### config.mk
export PLATFORM = sky130hd
export DESIGN_NAME = rbs_cordic_stage
export DESIGN_NICKNAME = d
export VERILOG_FILES = /design/src/rbs_pkg.sv /design/src/rbs_cordic_stage.sv
export SDC_FILE = /design/constraint.sdc
export NUM_CORES = 1
export LEC_CHECK = 0
export ABC_CLOCK_PERIOD_IN_PS = 10990
export BUFFER_PORTS_ARGS = -buffer_cell sky130_fd_sc_hd__buf_2
export CORE_MARGIN = 2
export CORE_UTILIZATION = 60
export CTS_CLUSTER_DIAMETER = 50
export DETAILED_ROUTE_END_ITERATION = 10
export PLACE_DENSITY = 0.95
export SLEW_MARGIN = 30
export SYNTH_ARGS = -nofsm -noshare
export SYNTH_HDL_FRONTEND = slang
export SYNTH_SLANG_ARGS = --single-unit
### constraint.sdc
create_clock -name clk -period 10.99 [get_ports clk]
set_input_delay 1.099 -clock clk [delete_from_list [all_inputs] [get_ports clk]]
set_output_delay 1.099 -clock clk [all_outputs]
set_load 0.05 [all_outputs]
### src/rbs_pkg.sv
// ----------------------------------------------------------------------------
// rbs_pkg
// Shared constants and tables for the relative bearing sector unit.
// ----------------------------------------------------------------------------
package rbs_pkg;

  // Field widths of the input and result items
  localparam int TARGET_W = 26;
  localparam int OBS_W    = 34;
  localparam int HEAD_W   = 16;
  localparam int SECTOR_W = 6;

  // Configuration port
  localparam int PADDR_W = 3;
  localparam int PDATA_W = 32;
  localparam int FC_W    = 7;

  localparam logic [FC_W-1:0] FC_RESET = 7'd32;
  localparam logic [FC_W-1:0] FC_MIN   = 7'd1;
  localparam logic [FC_W-1:0] FC_MAX   = 7'd64;

  // Register index, taken from the word address bit of paddr
  localparam logic REG_FRAME_COUNT = 1'b0;

  // CORDIC angle accumulator: 2^32 steps per turn
  localparam int ANG_W    = 32;
  localparam int ATAN_LEN = 24;

  localparam logic [ANG_W-1:0] ANG_HALF_TURN = 32'h8000_0000;

  // atan(2^-i) in units of 2^-32 turn
  localparam logic [ANG_W-1:0] ATAN_TAB [ATAN_LEN] = '{
    32'h20000000, 32'h12E4051D, 32'h09FB385B, 32'h051111D4,
    32'h028B0D43, 32'h0145D7E1, 32'h00A2F61E, 32'h00517C55,
    32'h0028BE53, 32'h00145F2E, 32'h000A2F98, 32'h000517CC,
    32'h00028BE6, 32'h000145F3, 32'h0000A2F9, 32'h0000517C,
    32'h000028BE, 32'h0000145F, 32'h00000A2F, 32'h00000517,
    32'h0000028B, 32'h00000145, 32'h000000A2, 32'h00000051
  };

endpackage

### src/rbs_cordic_stage.sv
// ----------------------------------------------------------------------------
// rbs_cordic_stage
// One registered vectoring CORDIC iteration with its own valid/ready slot.
// ----------------------------------------------------------------------------
module rbs_cordic_stage #(
  parameter int W      = 37,
  parameter int STEP   = 0,
  parameter int SIDE_W = 17
) (
  input  logic                       clk,
  input  logic                       rst,
  input  logic                       up_valid,
  output logic                       up_ready,
  input  logic signed [W-1:0]        up_x,
  input  logic signed [W-1:0]        up_y,
  input  logic [rbs_pkg::ANG_W-1:0]  up_ang,
  input  logic [SIDE_W-1:0]          up_side,
  output logic                       dn_valid,
  input  logic                       dn_ready,
  output logic signed [W-1:0]        dn_x,
  output logic signed [W-1:0]        dn_y,
  output logic [rbs_pkg::ANG_W-1:0]  dn_ang,
  output logic [SIDE_W-1:0]          dn_side
);
  import rbs_pkg::*;

  logic signed [W-1:0]  x_next;
  logic signed [W-1:0]  y_next;
  logic [ANG_W-1:0]     ang_next;
  logic signed [W-1:0]  xs;
  logic signed [W-1:0]  ys;

  // Slot takes a new item when empty or when its item moves on
  assign up_ready = !dn_valid || dn_ready;

  // Rotate toward the x axis; y > 0 rotates clockwise
  always_comb begin
    xs = up_x >>> STEP;
    ys = up_y >>> STEP;
    if (up_y > 0) begin
      x_next   = up_x + ys;
      y_next   = up_y - xs;
      ang_next = up_ang + ATAN_TAB[STEP];
    end else begin
      x_next   = up_x - ys;
      y_next   = up_y + xs;
      ang_next = up_ang - ATAN_TAB[STEP];
    end
  end

  always_ff @(posedge clk) begin
    if (rst) begin
      dn_valid <= 1'b0;
    end else if (up_ready) begin
      dn_valid <= up_valid;
    end
  end

  always_ff @(posedge clk) begin
    if (up_ready) begin
      dn_x    <= x_next;
      dn_y    <= y_next;
      dn_ang  <= ang_next;
      dn_side <= up_side;
    end
  end

endmodule

Yosys cells after proc, flatten, opt, wreduce, memory -nomap -nowiden
Index checks and enable logic that the tools add are counted.
{ "word_totals": {"regBits": 124, "latch_bits": 0, "ram_bits": 0, "mem_bits_ro": 0, "input_bits": 127, "output_inout_bits": 125, "word_cells": 16, "memories": 0} }
{ "classes": {"addsub": 5, "multipliers": 0, "n_div": 0, "order_cmp": 1, "n_eq_ne": 0, "n_shift": 0, "n_mux": 3, "bitwise": 0, "reduce_logical": 2} }
{ "op_table": {"columns": ["cell", "count"], "rows": [
  ["2-to-1 mux 37 bit", 2],
  ["subtractor 37 bit", 2],
  ["adder 37 bit", 1],
  ["> comparator 37 x 1 -> 1 bit, second input constant", 1],
  ["adder 32 x 30 -> 32 bit, second input constant", 1],
  ["2-to-1 mux 32 bit", 1],
  ["subtractor 32 x 30 -> 32 bit, second input constant", 1],
  ["logical NOT 1 bit", 1],
  ["logical OR 1 bit", 1]
]} }

Depth between registers and ports, before layout
Gate-level depths: netlist (run 1).
{ "depth": {"word_depth": 2, "ltp_mapped": 13, "mapped_depth_nobuf": 12} }

Worst setup path before layout (run 1)
Ideal clock, no wire load.
{ "synth_path": {"path_type": "in2out", "from": "in dn_ready", "to": "out up_ready", "arrival_ns": 4.413, "required_time_ns": 9.891, "setup_slack_ns": 5.478, "path_stages": 1, "path_buffers": 0, "cell_sequence": "nand2b_1"} }
{ "synth_via": {"elab_chain_cells": 1} }
{ "synth_rtl": {"columns": ["item", "line_no", "source"], "rows": [
  ["start, declared", "rbs_cordic_stage.sv:19", "input logic dn_ready,"],
  ["logical OR 1 bit", "rbs_cordic_stage.sv:34", "assign up_ready = !dn_valid || dn_ready;"],
  ["end, declared", "rbs_cordic_stage.sv:13", "output logic up_ready,"]
]} }
Every way passes these cells.

Worst setup path after layout (run 1)
{ "layout_path": {"from": "in up_y[29]", "to": "reg dn_ang[31] (netlist bit) (data pin)"} }
{ "layout_via": {"elab_chain_cells": 2} }
{ "layout_rtl": {"columns": ["item", "line_no", "source"], "rows": [
  ["start, declared", "rbs_cordic_stage.sv:15", "input logic signed [W-1:0] up_y,"],
  ["> comparator 37 x 1 -> 1 bit", "rbs_cordic_stage.sv:40", "if (up_y > 0) begin"],
  ["2-to-1 mux 32 bit", "rbs_cordic_stage.sv:40", null],
  ["named net ang_next[31]", "rbs_cordic_stage.sv:29", "logic [ANG_W-1:0] ang_next;"],
  ["end signal, assigned", "rbs_cordic_stage.sv:63", "dn_ang <= ang_next;"],
  ["end, declared", "rbs_cordic_stage.sv:22", "output logic [rbs_pkg::ANG_W-1:0] dn_ang,"]
]} }
The timed path passes the listed nets, and every way through them passes these cells.
A chain may end at the register's enable or synchronous reset.

==> metrics, run 1 <==
CP Launch Point=up_y[29]; number of max-cap violations=0; post-route core utilization=72.0%; Pre-antenna DRT Iters=9; I/O Pins=252; Final Worst Setup Slack=6.71 ns; WP buf/inv=3; first-pass GRT wire length=55200 um; Via-to-Cell Ratio=6.46; Clock Skew=0.0156 ns; Seq/Total Area, Yosys=35.2%; CTS buffer count=17; post-cts hold buffer count=0; CP most frequent cell=xnor2_1; Gate Count Post-Synth=1167; synth top area cells=edfxtp_1, ha_1, a21oi_1; drc violations=0; CP endpoint kind=register; worst vdd ir=0.109 mV; clock power share=27.9%; reg2reg path depth=2; Slew HR=41.7%; critical setup path kind=in -> reg; Tmin final=4.28 ns; average routed wire per standard cell=22.8 um; WP data arrival=4.43 ns; Cell Int Power=0.00116 W; RSZ-0062 raised after global routing=no; Die Ht=136 um; TritonCTS clock tree=built; top-count cell post-synth=a21oi_1; clk slew on worst S/H paths=0.07 ns; number of synthesized flops with an enable pin=122; Worst Hold Depth=1; Yosys Warn Count=0; Placer Congestion=1.05; Crit Path Max Fanout=67; setup TNS=0 ns; CTS resizes=0; Worst EP required=11.14 ns; initial DRC count=1116; Sequential Power Share=31.3%; All-Layer GR Usage=39.3%; post-synth top area cell=edfxtp_1; Final Hold Vio Count=0; DIE WIDTH=136 um; Slowest-stage cell, CP=nor4_1; pre-CTS setup slack=6.38 ns; switching pwr=0.000873 W; # clock sinks=123; fin. max-slew vios=0; largest net degree at the start of global routing=68; Starting Density=60.9%; clock latency at the later pin of the worst-skew pair=0.44 ns; Synth Flop Type=edfxtp_1; Post-synth top cells=a21oi_1, edfxtp_1, inv_1; row count=48; Lkg Pwr=5.55 nW; total number of vias=10.5k; Seq cells post-synth=123; switching share of total power=42.9%; HP Start=up_side[7]; Hold Path Class=in -> reg; share of cells above drive strength 1=22.4%; Setup violations, final=0; worst slew pin tran=0.874 ns; Tot Pwr=0.00203 W; Core Box Area=17200 um2; ys async rst share=0%; Hold EP=dn_side[7]; H-tree depth=4; run status=completed; final worst-path cycle share=39.0%; Hold Slack=0.828 ns; wirelength, routed=37100 um; slowest cell delay on critical path=0.74 ns; Mapped Area=10500 um2; area grow syn2layout=18.4%; Worst R2R Setup Slack=8.80 ns; # nets final=1625; syn_area_per_cell=8.96 um2; initial antenna violation count=5; postcts setup bufs=0; Port-buffer cells=251; post-synth top area share=35.0%; Cell variety after synth=76; Achievable Freq=234 MHz; Reg2Reg Launch Point=dn_valid; total grt overflow=0; CP Cell Sequence=buf_2, nor4_1, nand4_1, nor2_1, a41oi_4, inv_2, buf_4, fa_1, xnor2_1, xnor2_1; Longest Clk Path Bufs=2; post-DP HPWL=28200 um; vias in the first global route=9863; synthesized net count=1406; R2R Path End=dn_x[24]; Clk Tree Root Cell=clkbuf_16; PwrDens=164 nW/um2; Die ar.=18500 um2; Detail Route Antenna Nets=0; Startpoint Class=input port; Top delay family on crit path=simple AND/OR/NAND/NOR gates; combinational fraction of design power=40.7%
## cell families (layout without fill, tap and decap cells)
group                      Yosys count  count (layout)  share of synthesized area (%)
AOI/OAI and AO/OA                  386             386                           23.5
and+or+nand+nor                    282             282                           12.8
buffers and inverters              171             402                           6.58
DFF                                123             123                           35.2
adders and majority gates          112             112                           13.7
xor gates and xnor gates            74              74                           6.20
muxes                               19              19                           2.06
other                                0               5                              0
## sequential cells by signal, summed over array words and instances, names as in the netlist
register and count:
dn_x 37, dn_y 36, dn_ang 32, dn_side 17, dn_valid 1
## metrics by stage
| step | area [um2] | std cells |
|---|---|---|
| floorplan | 10500 | 1167 |
| CTS | 12400 | 1623 |
| detailed placement | 11800 | 1592 |
| global placement | 11800 | 1592 |
| finish | 12400 | 1628 |
| global route | 12400 | 1627 |
## layout make-up
cell class                      count  area, um2
Timing Repair Buffer              254       1280
Clock buffer                       17        425
Clock inverter                     14        146
Antenna cell                        5       12.5
Inverter                          117        439
Tap cell                          225        282
Fill cell                        1285       4800
Sequential cell                   123       3680
Multi-Input combinational cell    873       6110
## worst reg2reg max path: stages, from the launching register on
cell and delay [ns]:
dfxtp_1 0.34, nand2b_4 0.63, buf_4 0.78
## power by group through the flow
stage          clock [W]  sequential (W)  combinational [W]
2_1_floorplan          0        0.000921           0.000319
3_3_place_gp           0        0.000642           0.000796
3_5_place_dp           0        0.000645           0.000807
4_1_cts         0.000567        0.000638           0.000813
5_1_grt         0.000584        0.000643           0.000866
6_report        0.000569        0.000637           0.000829
## layer usage
layer,track usage (%),wire [um],up-vias
met5,0,0,-
met4,17.7,1710,0
met3,6.75,3800,133
met2,64.9,17400,753
met1,50.6,14200,4962
li1,-,-,4677
## cell usage in the layout (no fill, tap or decap), drive strengths merged, types with 6 or more instances in the layout
cell type	n
buf	254
a21oi	154
edfxtp	122
inv	118
nor2	108
ha	108
o21ai	75
xnor2	69
nand2	53
nor3	30
a21o	27
o21bai	23
mux2i	19
nor4	18
a211oi	18
nand4	17
nand3	17
clkbuf	17
o31ai	14
a31oi	10
nor2b	9
o211ai	8
clkinv	8
a221oi	7
nand2b	6
## how the worst max path moves through the flow
stage                            end  slack, ns  cells past startpoint
after detailed placement  dn_ang[31]       6.38                     10
final                     dn_ang[31]       6.71                     10
after CTS                 dn_ang[31]       6.70                     10
after global routing      dn_ang[31]       6.63                     10
after floorplan             up_ready       5.48                      1
after global placement    dn_ang[31]       6.38                     10
Note: power is estimated with default switching activity, not from simulation.
==> inputs of run 2 (changes only) <==
--- a/config.mk
+++ b/config.mk
@@ -5,13 +5,13 @@
 export SDC_FILE = /design/constraint.sdc
 export NUM_CORES = 1
 export LEC_CHECK = 0
-export ABC_CLOCK_PERIOD_IN_PS = 10990
+export ABC_CLOCK_PERIOD_IN_PS = 4000
 export BUFFER_PORTS_ARGS = -buffer_cell sky130_fd_sc_hd__buf_2
 export CORE_MARGIN = 2
-export CORE_UTILIZATION = 60
+export CORE_UTILIZATION = 55
 export CTS_CLUSTER_DIAMETER = 50
 export DETAILED_ROUTE_END_ITERATION = 10
-export PLACE_DENSITY = 0.95
+export PLACE_DENSITY = 0.89
 export SLEW_MARGIN = 30
 export SYNTH_ARGS = -nofsm -noshare
 export SYNTH_HDL_FRONTEND = slang
==> constraint.sdc (replaced) <==
create_clock -name clk -period 4 [get_ports clk]
set_input_delay 0.4 -clock clk [delete_from_list [all_inputs] [get_ports clk]]
set_output_delay 0.4 -clock clk [all_outputs]
set_load 0.05 [all_outputs]
==> run 2 against run 1 <==
Compared with the run above:
- cell count rose by 1.8%
- register-to-register slack got worse by 6.7 ns
- combinational power rose to 2.7 times the previous value
- global-route usage fell by 5.3 points
- total power rose to 2.7 times the previous value
- die area rose by 8.8%
- critical path depth rose by 3
- largest cell class unchanged
==> metrics, run 2 (synthesis results as in run 1) <==
Lkg Pwr=5.66 nW (was 5.55 nW); WP data arrival=3.54 ns (was 4.43 ns); Die Ht=142 um (was 136 um); CP Cell Sequence=buf_2, ha_1, inv_1, fa_1, o21ba_1, or4_4, a2111oi_2, nor3_2, a211oi_1, nor3_1, o21bai_1, mux2i_1, xnor2_1 (was buf_2, nor4_1, nand4_1, nor2_1, a41oi_4, inv_2, buf_4, fa_1, xnor2_1, xnor2_1); drc violations=0 (unchanged); Hold Path Class=in -> reg (unchanged); Via-to-Cell Ratio=6.12 (was 6.46); clock power share=27.2% (was 27.9%); postcts setup bufs=0 (unchanged); Port-buffer cells=251 (unchanged); row count=50 (was 48); Achievable Freq=297 MHz; Hold EP=dn_side[7] (unchanged); total number of vias=10.1k (was 10.5k); average routed wire per standard cell=21.0 um (was 22.8 um); post-DP HPWL=27500 um (was 28200 um); Worst R2R Setup Slack=2.14 ns (was 8.80 ns); Reg area=3680 um2 (unchanged); vias in the first global route=9542 (was 9863); Fill cells=1563 (was 1285); commonest non-fill, non-tap cell in the layout=buf_2 (unchanged); first-pass GRT wire length=52500 um (was 55200 um); All-Layer GR Usage=34.0% (was 39.3%); worst slew pin tran=0.824 ns (was 0.874 ns); Detail Route Antenna Nets=0 (unchanged); Worst Hold Depth=1 (unchanged); Crit Path Max Fanout=4 (was 67); Clock Skew=0.0135 ns (was 0.0156 ns); run status=completed (unchanged); Cell Int Power=0.00315 W (was 0.00116 W); fin. max-slew vios=0 (unchanged); Worst EP required=4.17 ns (was 11.14 ns); Setup violations, final=0 (unchanged); # nets final=1647 (was 1625); clk slew on worst S/H paths=0.07 ns (about the same); DIE WIDTH=142 um (was 136 um); largest net degree at the start of global routing=61 (was 68); Layout Cells excl Fill=1658 (was 1628); Longest Clk Path Bufs=2 (unchanged); Core Box Area=18700 um2 (was 17200 um2); post-cts hold buffer count=0 (unchanged); Die ar.=20100 um2 (was 18500 um2); initial antenna violation count=4 (was 5); reg2reg path depth=2 (unchanged); # clock sinks=123 (unchanged); wirelength, routed=34800 um (was 37100 um); HP Start=up_side[7] (unchanged); RSZ-0062 raised after global routing=no (unchanged); PwrDens=439 nW/um2 (was 164 nW/um2); R2R Path End=dn_y[9] (was dn_x[24]); I/O Pins=252 (unchanged); TritonCTS clock tree=built (unchanged); Slew HR=45.0% (was 41.7%); Clk Tree Root Cell=clkbuf_16 (unchanged); Top Registers=dn_x x37, dn_y x36, dn_ang x32 (unchanged); Sequential Power Share=31.6% (was 31.3%); CTS resizes=0 (unchanged); switching pwr=0.00236 W (was 0.000873 W); CTS buffer count=17 (unchanged); total grt overflow=0 (unchanged); WP buf/inv=2 (was 3); Reg2Reg Launch Point=dn_valid (unchanged); setup TNS=0 ns (unchanged); number of max-cap violations=0 (unchanged); H-tree depth=4 (unchanged); max FFs per register=37 (unchanged); area grow syn2layout=20.1% (was 18.4%); Tmin final=3.37 ns; switching share of total power=42.8% (was 42.9%); Placer Congestion=1.02 (was 1.05); Top delay family on crit path=compound AO/OA/AOI/OAI gates (was simple AND/OR/NAND/NOR gates); clock latency at the later pin of the worst-skew pair=0.44 ns (about the same); final worst-path cycle share=84.3%; combinational fraction of design power=41.2% (was 40.7%); Starting Density=55.9% (was 60.9%); worst vdd ir=0.268 mV (was 0.109 mV); Final Hold Vio Count=0 (unchanged); CP endpoint kind=register (unchanged); share of cells above drive strength 1=23.5% (was 22.4%); initial DRC count=1088 (was 1116); footprint of the multi-input gates=6110 um2 (unchanged); Pre-antenna DRT Iters=10 (was 9); Slowest-stage cell, CP=or4_4 (was nor4_1); Largest Register=dn_x (unchanged); post-placement cell count=1623 (was 1592); critical setup path kind=in -> reg (unchanged); commonest non-fill, non-tap cells in the layout=buf_2, a21oi_1, edfxtp_1 (unchanged); Startpoint Class=input port (unchanged); slowest cell delay on critical path=0.45 ns (was 0.74 ns)
==> run 2: cell count changes in the layout (fill, tap and decap cells not counted) <==
cell | previous run | this run
clkinv_4 | 2 | 4
bufinv_16 | 2 | 1
clkinv_2 | 4 | 3
buf_4 | 3 | 23
clkinv_1 | 2 | 3
buf_12 | 0 | 2
inv_6 | 3 | 2
diode_2 | 5 | 4
==> run 2: worst register-to-register path: stages, from the launching register on <==
cell      delay (ns)
dfxtp_1         0.33
nand2b_4        0.61
buf_4           0.56
==> run 2: per-layer routing <==
layer  routed length [um]  part of all wire [%]  vias to the layer above  GRT usage (%)
li1                     -                     -                     4728              -
met1                14000                    40                     4755           43.0
met2                16800                    48                      576           57.6
met3                 2880                   8.3                       89           6.34
met4                 1220                   3.5                        0           13.4
met5                    0                     0                        -              0
==> run 2: power groups by stage <==
stage               combinational [W]  clock (W)  sequential (W)
global placement              0.00222          0         0.00176
CTS                           0.00224    0.00151         0.00174
detailed placement            0.00223          0         0.00177
floorplan                    0.000877          0         0.00253
finish                        0.00227    0.00150         0.00174
global route                  0.00239    0.00154         0.00176
==> run 2: layout make-up <==
type	instances	area share (%)
clock buffer	17	3.39
clock inverter	14	0.987
timing repair buffer	276	11.7
tap	234	2.33
inverter	117	3.50
antenna	4	0.0797
multi-input combinational	873	48.7
sequential	123	29.3
==> run 2: how the worst max path moves through the flow <==
stage	startpoint	end	slack, ns	cells after the start
floorplan	up_x[0]	dn_x[36]	1.04	12
global placement	up_y[0]	dn_x[36]	0.31	13
detailed placement	up_y[0]	dn_y[36]	0.25	13
CTS	up_y[0]	dn_y[36]	0.68	13
global route	up_y[0]	dn_y[36]	0.48	13
finish	up_y[0]	dn_y[36]	0.63	13
==> run 2: through the flow <==
step	utilization, %	total power (W)	worst slack (ns)	hold slack (ns)	area, um2
finish	67.1	0.00551	0.630	0.140	12600
global route	67.1	0.00570	0.483	0.139	12600
floorplan	-	0.00340	1.04	0.469	10500
CTS	67.1	0.00549	0.679	0.139	12500
detailed placement	64.1	0.00400	0.246	0.578	12000
global placement	64.1	0.00398	0.314	0.576	12000
==> inputs of run 3 (changes only) <==
--- a/config.mk
+++ b/config.mk
@@ -5,7 +5,7 @@
 export SDC_FILE = /design/constraint.sdc
 export NUM_CORES = 1
 export LEC_CHECK = 0
-export ABC_CLOCK_PERIOD_IN_PS = 4000
+export ABC_CLOCK_PERIOD_IN_PS = 3200
 export BUFFER_PORTS_ARGS = -buffer_cell sky130_fd_sc_hd__buf_2
 export CORE_MARGIN = 2
 export CORE_UTILIZATION = 55
==> constraint.sdc (replaced) <==
create_clock -name clk -period 3.2 [get_ports clk]
set_input_delay 0.32 -clock clk [delete_from_list [all_inputs] [get_ports clk]]
set_output_delay 0.32 -clock clk [all_outputs]
set_load 0.05 [all_outputs]
==> run 3 against run 2 <==
Compared with the run above:
- utilization grew 6.5 points
- worst hold slack lost 0.072 ns
- wire length up 7.0%
- critical path depth unchanged
- non-clock buffer count is 147 higher
- largest cell class unchanged
- combinational power grew 37%
- sequential cell count stayed put
- register-to-register slack worse by 0.40 ns
- via count rose by 7.4%
==> metrics, run 3 (synthesis results as in run 1) <==
Top Registers=dn_x x37, dn_y x36, dn_ang x32 (unchanged); # nets final=1794 (was 1647); TritonCTS clock tree=built (unchanged); Placer Congestion=1.06 (was 1.02); Hold Path Class=in -> reg (unchanged); RSZ-0062 raised after global routing=no (unchanged); initial DRC count=1056 (was 1088); All-Layer GR Usage=36.6% (was 34.0%); Achievable Freq=332 MHz; Clock Skew=0.0128 ns (was 0.0135 ns); Starting Density=55.9% (unchanged); H-tree depth=4 (unchanged); Slew HR=57.5% (was 45.0%); Tmin final=3.01 ns; Die ar.=20100 um2 (unchanged); run status=completed (unchanged); DIE WIDTH=142 um (unchanged); fin. max-slew vios=0 (unchanged); setup TNS=0 ns (unchanged); clock latency at the later pin of the worst-skew pair=0.43 ns (was 0.44 ns); total grt overflow=0 (unchanged); Crit Path Max Fanout=8 (was 4); commonest non-fill, non-tap cells in the layout=buf_2, buf_4, a21oi_1 (was buf_2, a21oi_1, edfxtp_1); share of cells above drive strength 1=30.8% (was 23.5%); PwrDens=540 nW/um2 (was 439 nW/um2); Layout Cells excl Fill=1806 (was 1658); I/O Pins=252 (unchanged); row count=50 (unchanged); Worst R2R Setup Slack=1.74 ns (was 2.14 ns); Worst EP required=3.37 ns (was 4.17 ns); area grow syn2layout=31.8% (was 20.1%); final worst-path cycle share=94.2%; Detail Route Antenna Nets=0 (unchanged); Final Worst Setup Slack=0.186 ns (was 0.630 ns); Core Box Area=18700 um2 (unchanged); initial antenna violation count=4 (unchanged); pre-CTS setup slack=-0.215 ns (was 0.246 ns); CTS buffer count=17 (unchanged); wirelength, routed=37300 um (was 34800 um); WP data arrival=3.18 ns (was 3.54 ns); Setup violations, final=0 (unchanged); Via-to-Cell Ratio=6.04 (was 6.12); Port-buffer cells=251 (unchanged); largest net degree at the start of global routing=75 (was 61); Final Hold Vio Count=0 (unchanged); clk slew on worst S/H paths=0.06 ns (was 0.07 ns); worst slew pin tran=0.633 ns (was 0.824 ns); Longest Clk Path Bufs=2 (unchanged); Tot Pwr=0.00743 W (was 0.00551 W); worst vdd ir=0.340 mV (was 0.268 mV); Clk Tree Root Cell=clkbuf_16 (unchanged); Lkg Pwr=6.42 nW (was 5.66 nW); post-placement cell count=1770 (was 1623); post-DP HPWL=30100 um (was 27500 um); total number of vias=10.9k (was 10.1k); Startpoint Class=input port (unchanged); Die Ht=142 um (unchanged); Pre-antenna DRT Iters=7 (was 10); vias in the first global route=10.7k (was 9542); drc violations=0 (unchanged); number of max-cap violations=0 (unchanged); first-pass GRT wire length=56800 um (was 52500 um); CP endpoint kind=register (unchanged); Largest Register=dn_x (unchanged); # clock sinks=123 (unchanged); critical setup path kind=in -> reg (unchanged); max FFs per register=37 (unchanged); average routed wire per standard cell=20.6 um (was 21.0 um); post-cts hold buffer count=0 (unchanged); commonest non-fill, non-tap cell in the layout=buf_2 (unchanged)
-- run 3: cell types whose count changed in the layout (fill, tap and decap cells not counted), moves of 2 or more --
cell,delta
inv_8,+2
clkinv_2,-3
buf_12,+2
clkinv_4,-3
bufinv_16,+3
buf_4,+145
inv_6,+2
-- run 3: metal layers --
| layer | wire length [um] | up-vias | track usage [%] |
|---|---|---|---|
| met5 | 0 | - | 0 |
| met4 | 1780 | 0 | 17.9 |
| met3 | 3170 | 121 | 6.75 |
| met2 | 17800 | 634 | 61.7 |
| met1 | 14500 | 5118 | 45.4 |
| li1 | - | 5027 | - |
-- run 3: power by group --
part	leakage, nW	internal (W)	switching (W)	total [W]
Clock	0.302	0.00133	0.000817	0.00214
Sequential	1.27	0.00210	0.0000687	0.00217
Combinational	4.84	0.000970	0.00215	0.00312
Total	6.42	0.00440	0.00303	0.00743
-- run 3: layout make-up --
| class | instances | area (um2) |
|---|---|---|
| antenna | 4 | 10.0 |
| clock buffer | 18 | 429 |
| clock inverter | 14 | 209 |
| fill | 1434 | 4930 |
| inverter | 117 | 439 |
| multi-input combinational | 873 | 6110 |
| sequential | 123 | 3680 |
| tap | 234 | 293 |
| timing repair buffer | 423 | 2600 |
-- run 3: through the flow --
step	hold slack [ns]	utilization (%)	instance area (um2)
floorplan	0.389	-	10500
finish	0.0681	73.6	13800
CTS	0.0585	73.6	13800
global placement	0.497	70.1	13100
global route	0.0635	73.6	13800
detailed placement	0.499	70.1	13100
-- run 3: path summary, 6_finish.rpt --
kind	startpoint	to	cells after the start
worst max register to register	dn_valid	dn_y[14]	2
worst min-delay path	up_ang[2]	dn_ang[2]	1
worst max-delay path	up_x[3]	dn_y[34]	13
worst min register to register	dn_valid	dn_valid	2
-- run 3: critical path, cell delays in order --
cell and delay (ns):
buf_2 0.09, inv_1 0.04, ha_1 0.43, a21oi_1 0.27, o21ai_1 0.11, buf_4 0.15, a21oi_1 0.34, a211oi_1 0.22
nor3_1 0.59, nor2_1 0.10, o31ai_1 0.25, nand2_1 0.12, xnor2_1 0.14
-- run 3: what timing repair did --
action                                  4_1_cts  5_1_grt
gates resized for setup                       0        1
buffers inserted                              0        0
endpoints found under the setup margin        0        2
